<file path="config.mk">
export PLATFORM = sky130hd
export DESIGN_NAME = rotating_vertex_transform_flat
export DESIGN_NICKNAME = d
export VERILOG_FILES = /design/src/rvt_pkg.sv /design/src/rvt_ifs.sv /design/src/rvt_front.sv /design/src/rvt_queue.sv /design/src/rvt_back.sv /design/src/rotating_vertex_transform.sv /design/src/flat_wrapper.sv
export SDC_FILE = /design/constraint.sdc
export NUM_CORES = 2
export LEC_CHECK = 0
export BUFFER_PORTS_ARGS = -buffer_cell sky130_fd_sc_hd__buf_2
export CAP_MARGIN = 20
export CORE_UTILIZATION = 51
export CTS_BUF_LIST = sky130_fd_sc_hd__clkbuf_16
export CTS_CLUSTER_DIAMETER = 30
export DETAILED_ROUTE_END_ITERATION = 6
export PLACE_DENSITY = 0.77
export SKIP_LAST_GASP = 1
export SLEW_MARGIN = 15
export SYNTH_ARGS = -nofsm -noshare
export SYNTH_HDL_FRONTEND = slang
export SYNTH_HIERARCHICAL = 1
export SYNTH_SLANG_ARGS = --single-unit
</file>
<file path="constraint.sdc">
create_clock -name i_clk -period 6.3 [get_ports i_clk]
set_clock_uncertainty 0.15 [all_clocks]
set_input_delay 0.63 -clock i_clk [delete_from_list [all_inputs] [get_ports i_clk]]
set_output_delay 0.63 -clock i_clk [all_outputs]
set_load 0.05 [all_outputs]
</file>
<file path="src/rvt_pkg.sv">
`default_nettype none

package rvt_pkg;

    localparam int COORD_WIDTH     = 16;
    localparam int PHASE_WIDTH     = 16;
    localparam int ROTATION_STAGES = 16;

    localparam int STEP_WIDTH  = 16;
    localparam int ANGLE_WIDTH = 32;
    localparam int GUARD_BITS  = 16;
    localparam int PRE_WIDTH   = COORD_WIDTH + 1;
    localparam int GAIN_WIDTH  = 33;
    localparam int PROD_WIDTH  = PRE_WIDTH + GAIN_WIDTH;
    localparam int DATA_WIDTH  = COORD_WIDTH + GUARD_BITS + 2;
    localparam int Z_WIDTH     = ANGLE_WIDTH + 2;
    localparam int CNT_WIDTH   = $clog2(ROTATION_STAGES);
    localparam int ATAN_IDX_W  = 5;

    localparam logic [STEP_WIDTH-1:0] STEP_RESET = STEP_WIDTH'(104);

    // Inverse of the CORDIC gain as an unsigned fraction of 2^32, kept positive in 33 bits.
    localparam logic signed [GAIN_WIDTH-1:0] GAIN_Q32 = GAIN_WIDTH'(64'd2608131496);

    localparam logic signed [DATA_WIDTH-1:0] ROUND_HALF = DATA_WIDTH'(1) << (GUARD_BITS - 1);
    localparam logic signed [DATA_WIDTH-1:0] COORD_MAX  =
        (DATA_WIDTH'(1) << (COORD_WIDTH - 1)) - DATA_WIDTH'(1);
    localparam logic signed [DATA_WIDTH-1:0] COORD_MIN  = -COORD_MAX - DATA_WIDTH'(1);

    localparam logic [CNT_WIDTH-1:0] LAST_STAGE = CNT_WIDTH'(ROTATION_STAGES - 1);

    typedef struct packed {
        logic signed [PRE_WIDTH-1:0] x;
        logic signed [PRE_WIDTH-1:0] y;
        logic signed [Z_WIDTH-1:0]   z;
    } t_entry;

    typedef struct packed {
        logic   valid;
        t_entry entry;
    } t_slot;

    // atan(2^-k) in units of a full turn over 2^32, rounded to nearest.
    function automatic logic [ANGLE_WIDTH-1:0] atan_turn(input logic [ATAN_IDX_W-1:0] k);
        logic [ANGLE_WIDTH-1:0] a;
        case (k)
            5'd0:    a = 32'h20000000;
            5'd1:    a = 32'h12E4051E;
            5'd2:    a = 32'h09FB385B;
            5'd3:    a = 32'h051111D4;
            5'd4:    a = 32'h028B0D43;
            5'd5:    a = 32'h0145D7E1;
            5'd6:    a = 32'h00A2F61E;
            5'd7:    a = 32'h00517C55;
            5'd8:    a = 32'h0028BE53;
            5'd9:    a = 32'h00145F2F;
            5'd10:   a = 32'h000A2F98;
            5'd11:   a = 32'h000517CC;
            5'd12:   a = 32'h00028BE6;
            5'd13:   a = 32'h000145F3;
            5'd14:   a = 32'h0000A2FA;
            5'd15:   a = 32'h0000517D;
            5'd16:   a = 32'h000028BE;
            5'd17:   a = 32'h0000145F;
            5'd18:   a = 32'h00000A30;
            5'd19:   a = 32'h00000518;
            5'd20:   a = 32'h0000028C;
            5'd21:   a = 32'h00000146;
            5'd22:   a = 32'h000000A3;
            5'd23:   a = 32'h00000051;
            5'd24:   a = 32'h00000029;
            5'd25:   a = 32'h00000014;
            5'd26:   a = 32'h0000000A;
            5'd27:   a = 32'h00000005;
            5'd28:   a = 32'h00000003;
            5'd29:   a = 32'h00000001;
            5'd30:   a = 32'h00000001;
            default: a = 32'h00000000;
        endcase
        return a;
    endfunction

endpackage

`default_nettype wire

</file>
<file path="src/rvt_ifs.sv">
`default_nettype none

interface rvt_in_if;
    import rvt_pkg::*;
    logic                          valid;
    logic                          ready;
    logic signed [COORD_WIDTH-1:0] x_in;
    logic signed [COORD_WIDTH-1:0] y_in;
    logic                          frame_start;

    modport source (output valid, output x_in, output y_in, output frame_start, input ready);
    modport sink   (input valid, input x_in, input y_in, input frame_start, output ready);
endinterface

interface rvt_out_if;
    import rvt_pkg::*;
    logic                          valid;
    logic                          ready;
    logic signed [COORD_WIDTH-1:0] x_out;
    logic signed [COORD_WIDTH-1:0] y_out;
    logic                          clipped;

    modport source (output valid, output x_out, output y_out, output clipped, input ready);
    modport sink   (input valid, input x_out, input y_out, input clipped, output ready);
endinterface

`default_nettype wire

</file>
<file path="src/rvt_front.sv">
`default_nettype none

module rvt_front import rvt_pkg::*; (
    input  wire logic                  i_clk,
    input  wire logic                  i_rst_n,
    input  wire logic                  i_cfg_wr_en,
    input  wire logic [STEP_WIDTH-1:0] i_cfg_wr_data,
    rvt_in_if.sink                     i_vtx,
    input  wire logic                  i_full,
    output t_slot                      o_push
);

    logic [PHASE_WIDTH-1:0] r_phase;
    logic [STEP_WIDTH-1:0]  r_step;
    logic [PHASE_WIDTH-1:0] n_phase;
    logic [ANGLE_WIDTH-1:0] angle;
    logic [ANGLE_WIDTH-1:0] resid;
    logic                   fold;
    logic                   accept;
    logic signed [PRE_WIDTH-1:0] x_ext;
    logic signed [PRE_WIDTH-1:0] y_ext;

    assign i_vtx.ready = !i_full;
    assign accept      = i_vtx.valid && !i_full;

    always_comb begin
        n_phase = i_vtx.frame_start ? (r_phase + PHASE_WIDTH'(r_step)) : r_phase;
        angle   = ANGLE_WIDTH'(64'(n_phase) << (ANGLE_WIDTH - PHASE_WIDTH));
        // Angles in the left half-plane are mirrored by a half turn so the
        // residual stays within the quarter turn the micro-rotations cover.
        fold    = angle[ANGLE_WIDTH-1] ^ angle[ANGLE_WIDTH-2];
        resid   = fold ? {~angle[ANGLE_WIDTH-1], angle[ANGLE_WIDTH-2:0]} : angle;
        x_ext   = PRE_WIDTH'(i_vtx.x_in);
        y_ext   = PRE_WIDTH'(i_vtx.y_in);

        o_push.valid   = accept;
        o_push.entry.x = fold ? -x_ext : x_ext;
        o_push.entry.y = fold ? -y_ext : y_ext;
        o_push.entry.z = Z_WIDTH'($signed(resid));
    end

    always_ff @(posedge i_clk) begin
        if (!i_rst_n) begin
            r_phase <= '0;
            r_step  <= STEP_RESET;
        end else begin
            if (i_cfg_wr_en) begin
                r_step <= i_cfg_wr_data;
            end
            if (accept) begin
                r_phase <= n_phase;
            end
        end
    end

endmodule

`default_nettype wire

</file>
<file path="src/rvt_queue.sv">
`default_nettype none

module rvt_queue import rvt_pkg::*; (
    input  wire logic  i_clk,
    input  wire logic  i_rst_n,
    input  wire t_slot i_push,
    output logic       o_full,
    output t_slot      o_head,
    input  wire logic  i_pop
);

    t_entry     r_mem [2];
    logic       r_wr_ptr;
    logic       r_rd_ptr;
    logic [1:0] r_count;
    logic       do_push;
    logic       do_pop;

    assign o_full       = (r_count == 2'd2);
    assign do_push      = i_push.valid && !o_full;
    assign do_pop       = i_pop && (r_count != 2'd0);
    assign o_head.valid = (r_count != 2'd0);
    assign o_head.entry = r_mem[r_rd_ptr];

    always_ff @(posedge i_clk) begin
        if (!i_rst_n) begin
            r_wr_ptr <= 1'b0;
            r_rd_ptr <= 1'b0;
            r_count  <= 2'd0;
        end else begin
            if (do_push) begin
                r_wr_ptr <= !r_wr_ptr;
            end
            if (do_pop) begin
                r_rd_ptr <= !r_rd_ptr;
            end
            case ({do_push, do_pop})
                2'b10:   r_count <= r_count + 2'd1;
                2'b01:   r_count <= r_count - 2'd1;
                default: r_count <= r_count;
            endcase
        end
    end

    always_ff @(posedge i_clk) begin
        if (do_push) begin
            r_mem[r_wr_ptr] <= i_push.entry;
        end
    end

endmodule

`default_nettype wire

</file>
<file path="src/rvt_back.sv">
`default_nettype none

module rvt_back import rvt_pkg::*; (
    input  wire logic  i_clk,
    input  wire logic  i_rst_n,
    input  wire t_slot i_head,
    output logic       o_pop,
    rvt_out_if.source  o_vtx
);

    localparam logic [1:0] S_IDLE = 2'd0;
    localparam logic [1:0] S_GAIN = 2'd1;
    localparam logic [1:0] S_ROT  = 2'd2;
    localparam logic [1:0] S_OUT  = 2'd3;

    logic [1:0]                    r_state,   n_state;
    logic [CNT_WIDTH-1:0]          r_cnt,     n_cnt;
    logic                          r_out_valid, n_out_valid;
    logic signed [PROD_WIDTH-1:0]  r_px,      n_px;
    logic signed [PROD_WIDTH-1:0]  r_py,      n_py;
    logic signed [DATA_WIDTH-1:0]  r_x,       n_x;
    logic signed [DATA_WIDTH-1:0]  r_y,       n_y;
    logic signed [Z_WIDTH-1:0]     r_z,       n_z;
    logic signed [COORD_WIDTH-1:0] r_x_out,   n_x_out;
    logic signed [COORD_WIDTH-1:0] r_y_out,   n_y_out;
    logic                          r_clipped, n_clipped;

    logic signed [DATA_WIDTH-1:0]  dx, dy;
    logic signed [Z_WIDTH-1:0]     da;
    logic signed [DATA_WIDTH-1:0]  x_rnd, y_rnd;
    logic signed [DATA_WIDTH-1:0]  x_sat, y_sat;
    logic                          x_hit, y_hit;
    logic                          out_free;

    assign o_vtx.valid   = r_out_valid;
    assign o_vtx.x_out   = r_x_out;
    assign o_vtx.y_out   = r_y_out;
    assign o_vtx.clipped = r_clipped;

    assign out_free = !r_out_valid || o_vtx.ready;

    always_comb begin
        dx = r_y >>> r_cnt;
        dy = r_x >>> r_cnt;
        da = Z_WIDTH'(atan_turn(ATAN_IDX_W'(r_cnt)));

        x_rnd = (r_x + ROUND_HALF) >>> GUARD_BITS;
        y_rnd = (r_y + ROUND_HALF) >>> GUARD_BITS;
        x_hit = (x_rnd > COORD_MAX) || (x_rnd < COORD_MIN);
        y_hit = (y_rnd > COORD_MAX) || (y_rnd < COORD_MIN);
        x_sat = (x_rnd > COORD_MAX) ? COORD_MAX : ((x_rnd < COORD_MIN) ? COORD_MIN : x_rnd);
        y_sat = (y_rnd > COORD_MAX) ? COORD_MAX : ((y_rnd < COORD_MIN) ? COORD_MIN : y_rnd);

        n_state     = r_state;
        n_cnt       = r_cnt;
        n_out_valid = r_out_valid && !o_vtx.ready;
        n_px        = r_px;
        n_py        = r_py;
        n_x         = r_x;
        n_y         = r_y;
        n_z         = r_z;
        n_x_out     = r_x_out;
        n_y_out     = r_y_out;
        n_clipped   = r_clipped;
        o_pop       = 1'b0;

        case (r_state)
            S_IDLE: begin
                if (i_head.valid) begin
                    o_pop   = 1'b1;
                    n_px    = PROD_WIDTH'(i_head.entry.x) * PROD_WIDTH'(GAIN_Q32);
                    n_py    = PROD_WIDTH'(i_head.entry.y) * PROD_WIDTH'(GAIN_Q32);
                    n_z     = i_head.entry.z;
                    n_state = S_GAIN;
                end
            end
            S_GAIN: begin
                n_x     = DATA_WIDTH'(r_px >>> (ANGLE_WIDTH - GUARD_BITS));
                n_y     = DATA_WIDTH'(r_py >>> (ANGLE_WIDTH - GUARD_BITS));
                n_cnt   = '0;
                n_state = S_ROT;
            end
            S_ROT: begin
                // One micro-rotation per cycle, direction set by the sign of the residual.
                if (!r_z[Z_WIDTH-1]) begin
                    n_x = r_x - dx;
                    n_y = r_y + dy;
                    n_z = r_z - da;
                end else begin
                    n_x = r_x + dx;
                    n_y = r_y - dy;
                    n_z = r_z + da;
                end
                if (r_cnt == LAST_STAGE) begin
                    n_state = S_OUT;
                end else begin
                    n_cnt = r_cnt + CNT_WIDTH'(1);
                end
            end
            S_OUT: begin
                if (out_free) begin
                    n_out_valid = 1'b1;
                    n_x_out     = COORD_WIDTH'(x_sat);
                    n_y_out     = COORD_WIDTH'(y_sat);
                    n_clipped   = x_hit || y_hit;
                    n_state     = S_IDLE;
                end
            end
            default: begin
                n_state = S_IDLE;
            end
        endcase
    end

    always_ff @(posedge i_clk) begin
        if (!i_rst_n) begin
            r_state     <= S_IDLE;
            r_cnt       <= '0;
            r_out_valid <= 1'b0;
        end else begin
            r_state     <= n_state;
            r_cnt       <= n_cnt;
            r_out_valid <= n_out_valid;
        end
    end

    always_ff @(posedge i_clk) begin
        r_px      <= n_px;
        r_py      <= n_py;
        r_x       <= n_x;
        r_y       <= n_y;
        r_z       <= n_z;
        r_x_out   <= n_x_out;
        r_y_out   <= n_y_out;
        r_clipped <= n_clipped;
    end

endmodule

`default_nettype wire

</file>
<file path="src/rotating_vertex_transform.sv">
// Channel   Direction  Handshake       Payload
// i_vtx     in         valid / ready   x_in, y_in, frame_start
// o_vtx     out        valid / ready   x_out, y_out, clipped
// i_cfg_*   in         write enable    phase_step (16 bits)
//
// The front end takes one vertex per clock until its two-entry queue is full.
// Each vertex then passes through the back end in order: a gain multiply, a load,
// one micro-rotation per cycle through the shared shift-add unit for each of the
// ROTATION_STAGES stages, and a rounding step into the output register.
// Reset clears the phase to zero and sets phase_step to 104.
// A stalled result holds in the output register while the next vertex is computed.
`default_nettype none

module rotating_vertex_transform import rvt_pkg::*; (
    input  wire logic                  i_clk,
    input  wire logic                  i_rst_n,
    input  wire logic                  i_cfg_wr_en,
    input  wire logic [STEP_WIDTH-1:0] i_cfg_wr_data,
    rvt_in_if.sink                     i_vtx,
    rvt_out_if.source                  o_vtx
);

    t_slot push;
    t_slot head;
    logic  full;
    logic  pop;

    rvt_front u_front (
        .i_clk         (i_clk),
        .i_rst_n       (i_rst_n),
        .i_cfg_wr_en   (i_cfg_wr_en),
        .i_cfg_wr_data (i_cfg_wr_data),
        .i_vtx         (i_vtx),
        .i_full        (full),
        .o_push        (push)
    );

    rvt_queue u_queue (
        .i_clk   (i_clk),
        .i_rst_n (i_rst_n),
        .i_push  (push),
        .o_full  (full),
        .o_head  (head),
        .i_pop   (pop)
    );

    rvt_back u_back (
        .i_clk   (i_clk),
        .i_rst_n (i_rst_n),
        .i_head  (head),
        .o_pop   (pop),
        .o_vtx   (o_vtx)
    );

endmodule

`default_nettype wire
</file>
<file path="src/flat_wrapper.sv">
// flat-port wrapper written by rule: the top's interface ports become plain ports
module rotating_vertex_transform_flat import rvt_pkg::*;
  (i_clk, i_rst_n, i_cfg_wr_en, i_cfg_wr_data, i_vtx_valid, i_vtx_x_in, i_vtx_y_in, i_vtx_frame_start, i_vtx_ready, o_vtx_valid, o_vtx_x_out, o_vtx_y_out, o_vtx_clipped, o_vtx_ready);
  rvt_in_if i_vtx_i ();
  rvt_out_if o_vtx_i ();
  input  wire logic i_clk;
  input  wire logic i_rst_n;
  input  wire logic i_cfg_wr_en;
  input  wire logic [STEP_WIDTH-1:0] i_cfg_wr_data;
  input wire logic [$bits(i_vtx_i.valid)-1:0] i_vtx_valid;
  input wire logic [$bits(i_vtx_i.x_in)-1:0] i_vtx_x_in;
  input wire logic [$bits(i_vtx_i.y_in)-1:0] i_vtx_y_in;
  input wire logic [$bits(i_vtx_i.frame_start)-1:0] i_vtx_frame_start;
  output wire logic [$bits(i_vtx_i.ready)-1:0] i_vtx_ready;
  output wire logic [$bits(o_vtx_i.valid)-1:0] o_vtx_valid;
  output wire logic [$bits(o_vtx_i.x_out)-1:0] o_vtx_x_out;
  output wire logic [$bits(o_vtx_i.y_out)-1:0] o_vtx_y_out;
  output wire logic [$bits(o_vtx_i.clipped)-1:0] o_vtx_clipped;
  input wire logic [$bits(o_vtx_i.ready)-1:0] o_vtx_ready;
  assign i_vtx_i.valid = i_vtx_valid;
  assign i_vtx_i.x_in = i_vtx_x_in;
  assign i_vtx_i.y_in = i_vtx_y_in;
  assign i_vtx_i.frame_start = i_vtx_frame_start;
  assign i_vtx_ready = i_vtx_i.ready;
  assign o_vtx_valid = o_vtx_i.valid;
  assign o_vtx_x_out = o_vtx_i.x_out;
  assign o_vtx_y_out = o_vtx_i.y_out;
  assign o_vtx_clipped = o_vtx_i.clipped;
  assign o_vtx_i.ready = o_vtx_ready;
  rotating_vertex_transform u_core (.i_clk(i_clk), .i_rst_n(i_rst_n), .i_cfg_wr_en(i_cfg_wr_en), .i_cfg_wr_data(i_cfg_wr_data), .i_vtx(i_vtx_i), .o_vtx(o_vtx_i));
endmodule
</file>
==> impl_metrics.toml <==
[synth]
synth-edff-count = 339
yosysMostFrequentCell = "inv_1"
yosys_warnings = 6
yosys.cell_types.count = 103
synth-seq-cells = 413
synth_area_leader_cell = "edfxtp_1"
asyncSetResetFlopFracSynth_pct = 0
synth_top_area_share_pct = 22.8
synth_common_cells = "inv_1, ha_1, fa_1"
synth_cells = 4347
synth_ff_type = "edfxtp_1"
synth_area_um2 = 44700
synth_area_leaders = "edfxtp_1, fa_1, ha_1"
seq_area_frac_synth_pct = 26.1
syn-mean-instance-area_um2 = 10.3

[clock_tree]
clk_path_buf_depth = 3
cts_max_level = 3
cts_buffers = 88
clkTransAtPathRegs_ns = 0.05
cts_sinks = 413
cts-root-buf = "clkbuf_16"
clock_latency_ns = 0.67
cts_hold_buf = 0
cts_tree = "done"

[floorplan]
die_area_um2 = 88800
coreArea_um2 = 86800
ios = 89
start_util_pct = 51.5
dieWidth_um = 298
die_h_um = 298
fp-row-count = 108

[global_routing]
grt_pass1_vias = 33979
overflow = 0
grt_max_degree = 91
antenna_found_initial = 1
grt_first_pass_wirelength_um = 184000
grt_use_total_pct = 26.0

[drt]
drc_errors = 5
firstDrtPassIters = 7
wire_per_inst_um = 19.5
detail-route-antenna-nets = 0
top_layer = "met4"
routed_wl_um = 117000
route.met2.wl_um = 54500
drt_iter0_markers = 2639
vias = 33759
met1_length_um = 50900
dr_wl_met3_um = 8160
viasPerCell = 5.62

[layout]
fin_nets = 5681
diodes = 0
final_core_util_pct = 60.7
layout-drive-gt1-share_pct = 21.6
area_growth_pct = 17.8

[setup_path]
cpMaxStageDelayCell = "fa_1"
end_kind = "register"
cp-start-kind = "register"
max_stage_delay_ns = 0.58
critPathRequiredTime_ns = 6.53
path_common_cell = "fa_1"
crit_fanout = 16
crit_buf_inv = 6
worstPathCellList = "buf_12, buf_4, mux2_4, fa_2, inv_2, fa_1, fa_1, inv_1, fa_1, fa_1, inv_1, fa_1, inv_1, ha_1, a21o_1, a21o_1, a21o_1, a21oi_2, o21ai_1, or3_4, a21oi_4, o221a_4, o21ai_0, xor2_1"
timing_worst_setup_path_type = "reg -> reg"
cp_top_family = "adder cells"
critPathArrivalTime_ns = 6.94

[timing]
holdWs_ns = 0.0663
rsz0062_at_grt = "true"
setup_viol = 37
slew_headroom_pct = 31.1
maxSlewViolCount = 0
period_needed_ns = 6.71
max_slew.worst_pin.slew_ns = 1.03
fmax_mhz = 149
period_share_pct = 106
setup_slack_ns = -0.408
hold_viol = 0

[run_status]
outcome = "complete, but fails checks"
violations = "DRC, setup timing"

[place]
io_buffers = 88
hpwl_um = 92400
gp_congestion = 0.997

[hold_path]
worstHoldPathType = "in -> reg"

[job]
cap_violations = 0
-- metrics by stage --
stage	setup WS (ns)	cell area, um^2	instances	setup TNS (ns)
after detailed placement	-0.521	49000	5816	-9.12
final	-0.408	52600	6007	-7.47
after CTS	-0.453	52300	5997	-8.08
after floorplan	-0.306	45100	4362	-2.73
after global routing	-0.641	52600	6007	-16.26
after global placement	-0.370	49000	5815	-5.16
-- logic make-up after synthesis --
kind of cell / share of synthesized area [%]
buffers and inverters: 7.57
AOI/OAI and AO/OA: 11.1
adders and majority gates: 30.2
and+or+nand+nor: 9.12
xor gates and xnor gates: 5.96
muxes: 9.95
other: 0.00839
DFF: 26.1
-- state kept, by name (all words and copies together) (netlist names), 30 cells and up, named ones only --
name and flops:
u_core/u_queue/r_mem 136, u_core/u_back/r_y 34, u_core/u_back/r_z 34, u_core/u_back/r_px 34, u_core/u_back/r_py 34, u_core/u_back/r_x 34, u_core/u_back/da 30
-- cell usage in the layout, fill, tap and decap left out, types with 50 or more instances in the layout --
cell	synthesis	routed
nor2b_1	52	50
mux2_2	205	186
nor2_1	252	247
dfxtp_1	74	69
nand2_1	205	204
nand3_1	67	67
mux4_2	53	53
o21ai_0	149	136
a21oi_1	236	221
a21o_1	87	87
xor2_1	150	150
mux2i_1	92	91
inv_1	656	655
clkbuf_16	0	89
xnor2_1	151	151
ha_1	467	444
edfxtp_1	339	339
fa_1	382	376
buf_4	44	396
buf_2	24	89
-- path summary, 6_finish.rpt --
check                             startpoint                          to  slack, ns  cells after the start
setup / recovery                    register      u_core/u_back/r_px[47]      -0.41                     24
hold / removal              i_cfg_wr_data[5]    u_core/u_front/r_step[5]       0.07                      3
setup reg to reg                    register      u_core/u_back/r_px[47]      -0.41                     24
hold reg to reg   u_core/u_front/r_phase[13]  u_core/u_front/r_phase[13]       0.34                      2
-- tightest hold or removal path: cells and delay by family --
kind / cells / cell delay (ns)
buffers and inverters: 1 / 0.07
AND/OR/NAND/NOR: 1 / 0.06
multiplexers: 1 / 0.05
-- timing repair --
| action | 4_1_cts | 5_1_grt |
|---|---|---|
| cloned | 0 | 0 |
| setup buffers | 17 | 10 |
| gates resized for setup | 30 | 58 |
| setup endpoints to repair | 41 | 68 |
| pin swaps | 21 | 24 |
-- layer usage --
| layer | vias to the layer above | GRT usage [%] |
|---|---|---|
| li1 | 15888 | - |
| met1 | 16414 | 35.6 |
| met2 | 1209 | 42.5 |
| met3 | 248 | 4.41 |
| met4 | 0 | 7.31 |
| met5 | - | 0 |
-- cell type report --
type,count,area (um^2)
fillers,6913,34100
well taps,1155,1450
flip-flops and latches,413,11700
multi-input cells,3119,30300
clock buffers,89,2230
repair buffers,495,3590
inverters,661,2480
clock inverters,75,860
Power is left out: the tool's default activity adds up to more than one toggle a clock period on the data nets, which glitch-free logic cannot reach.
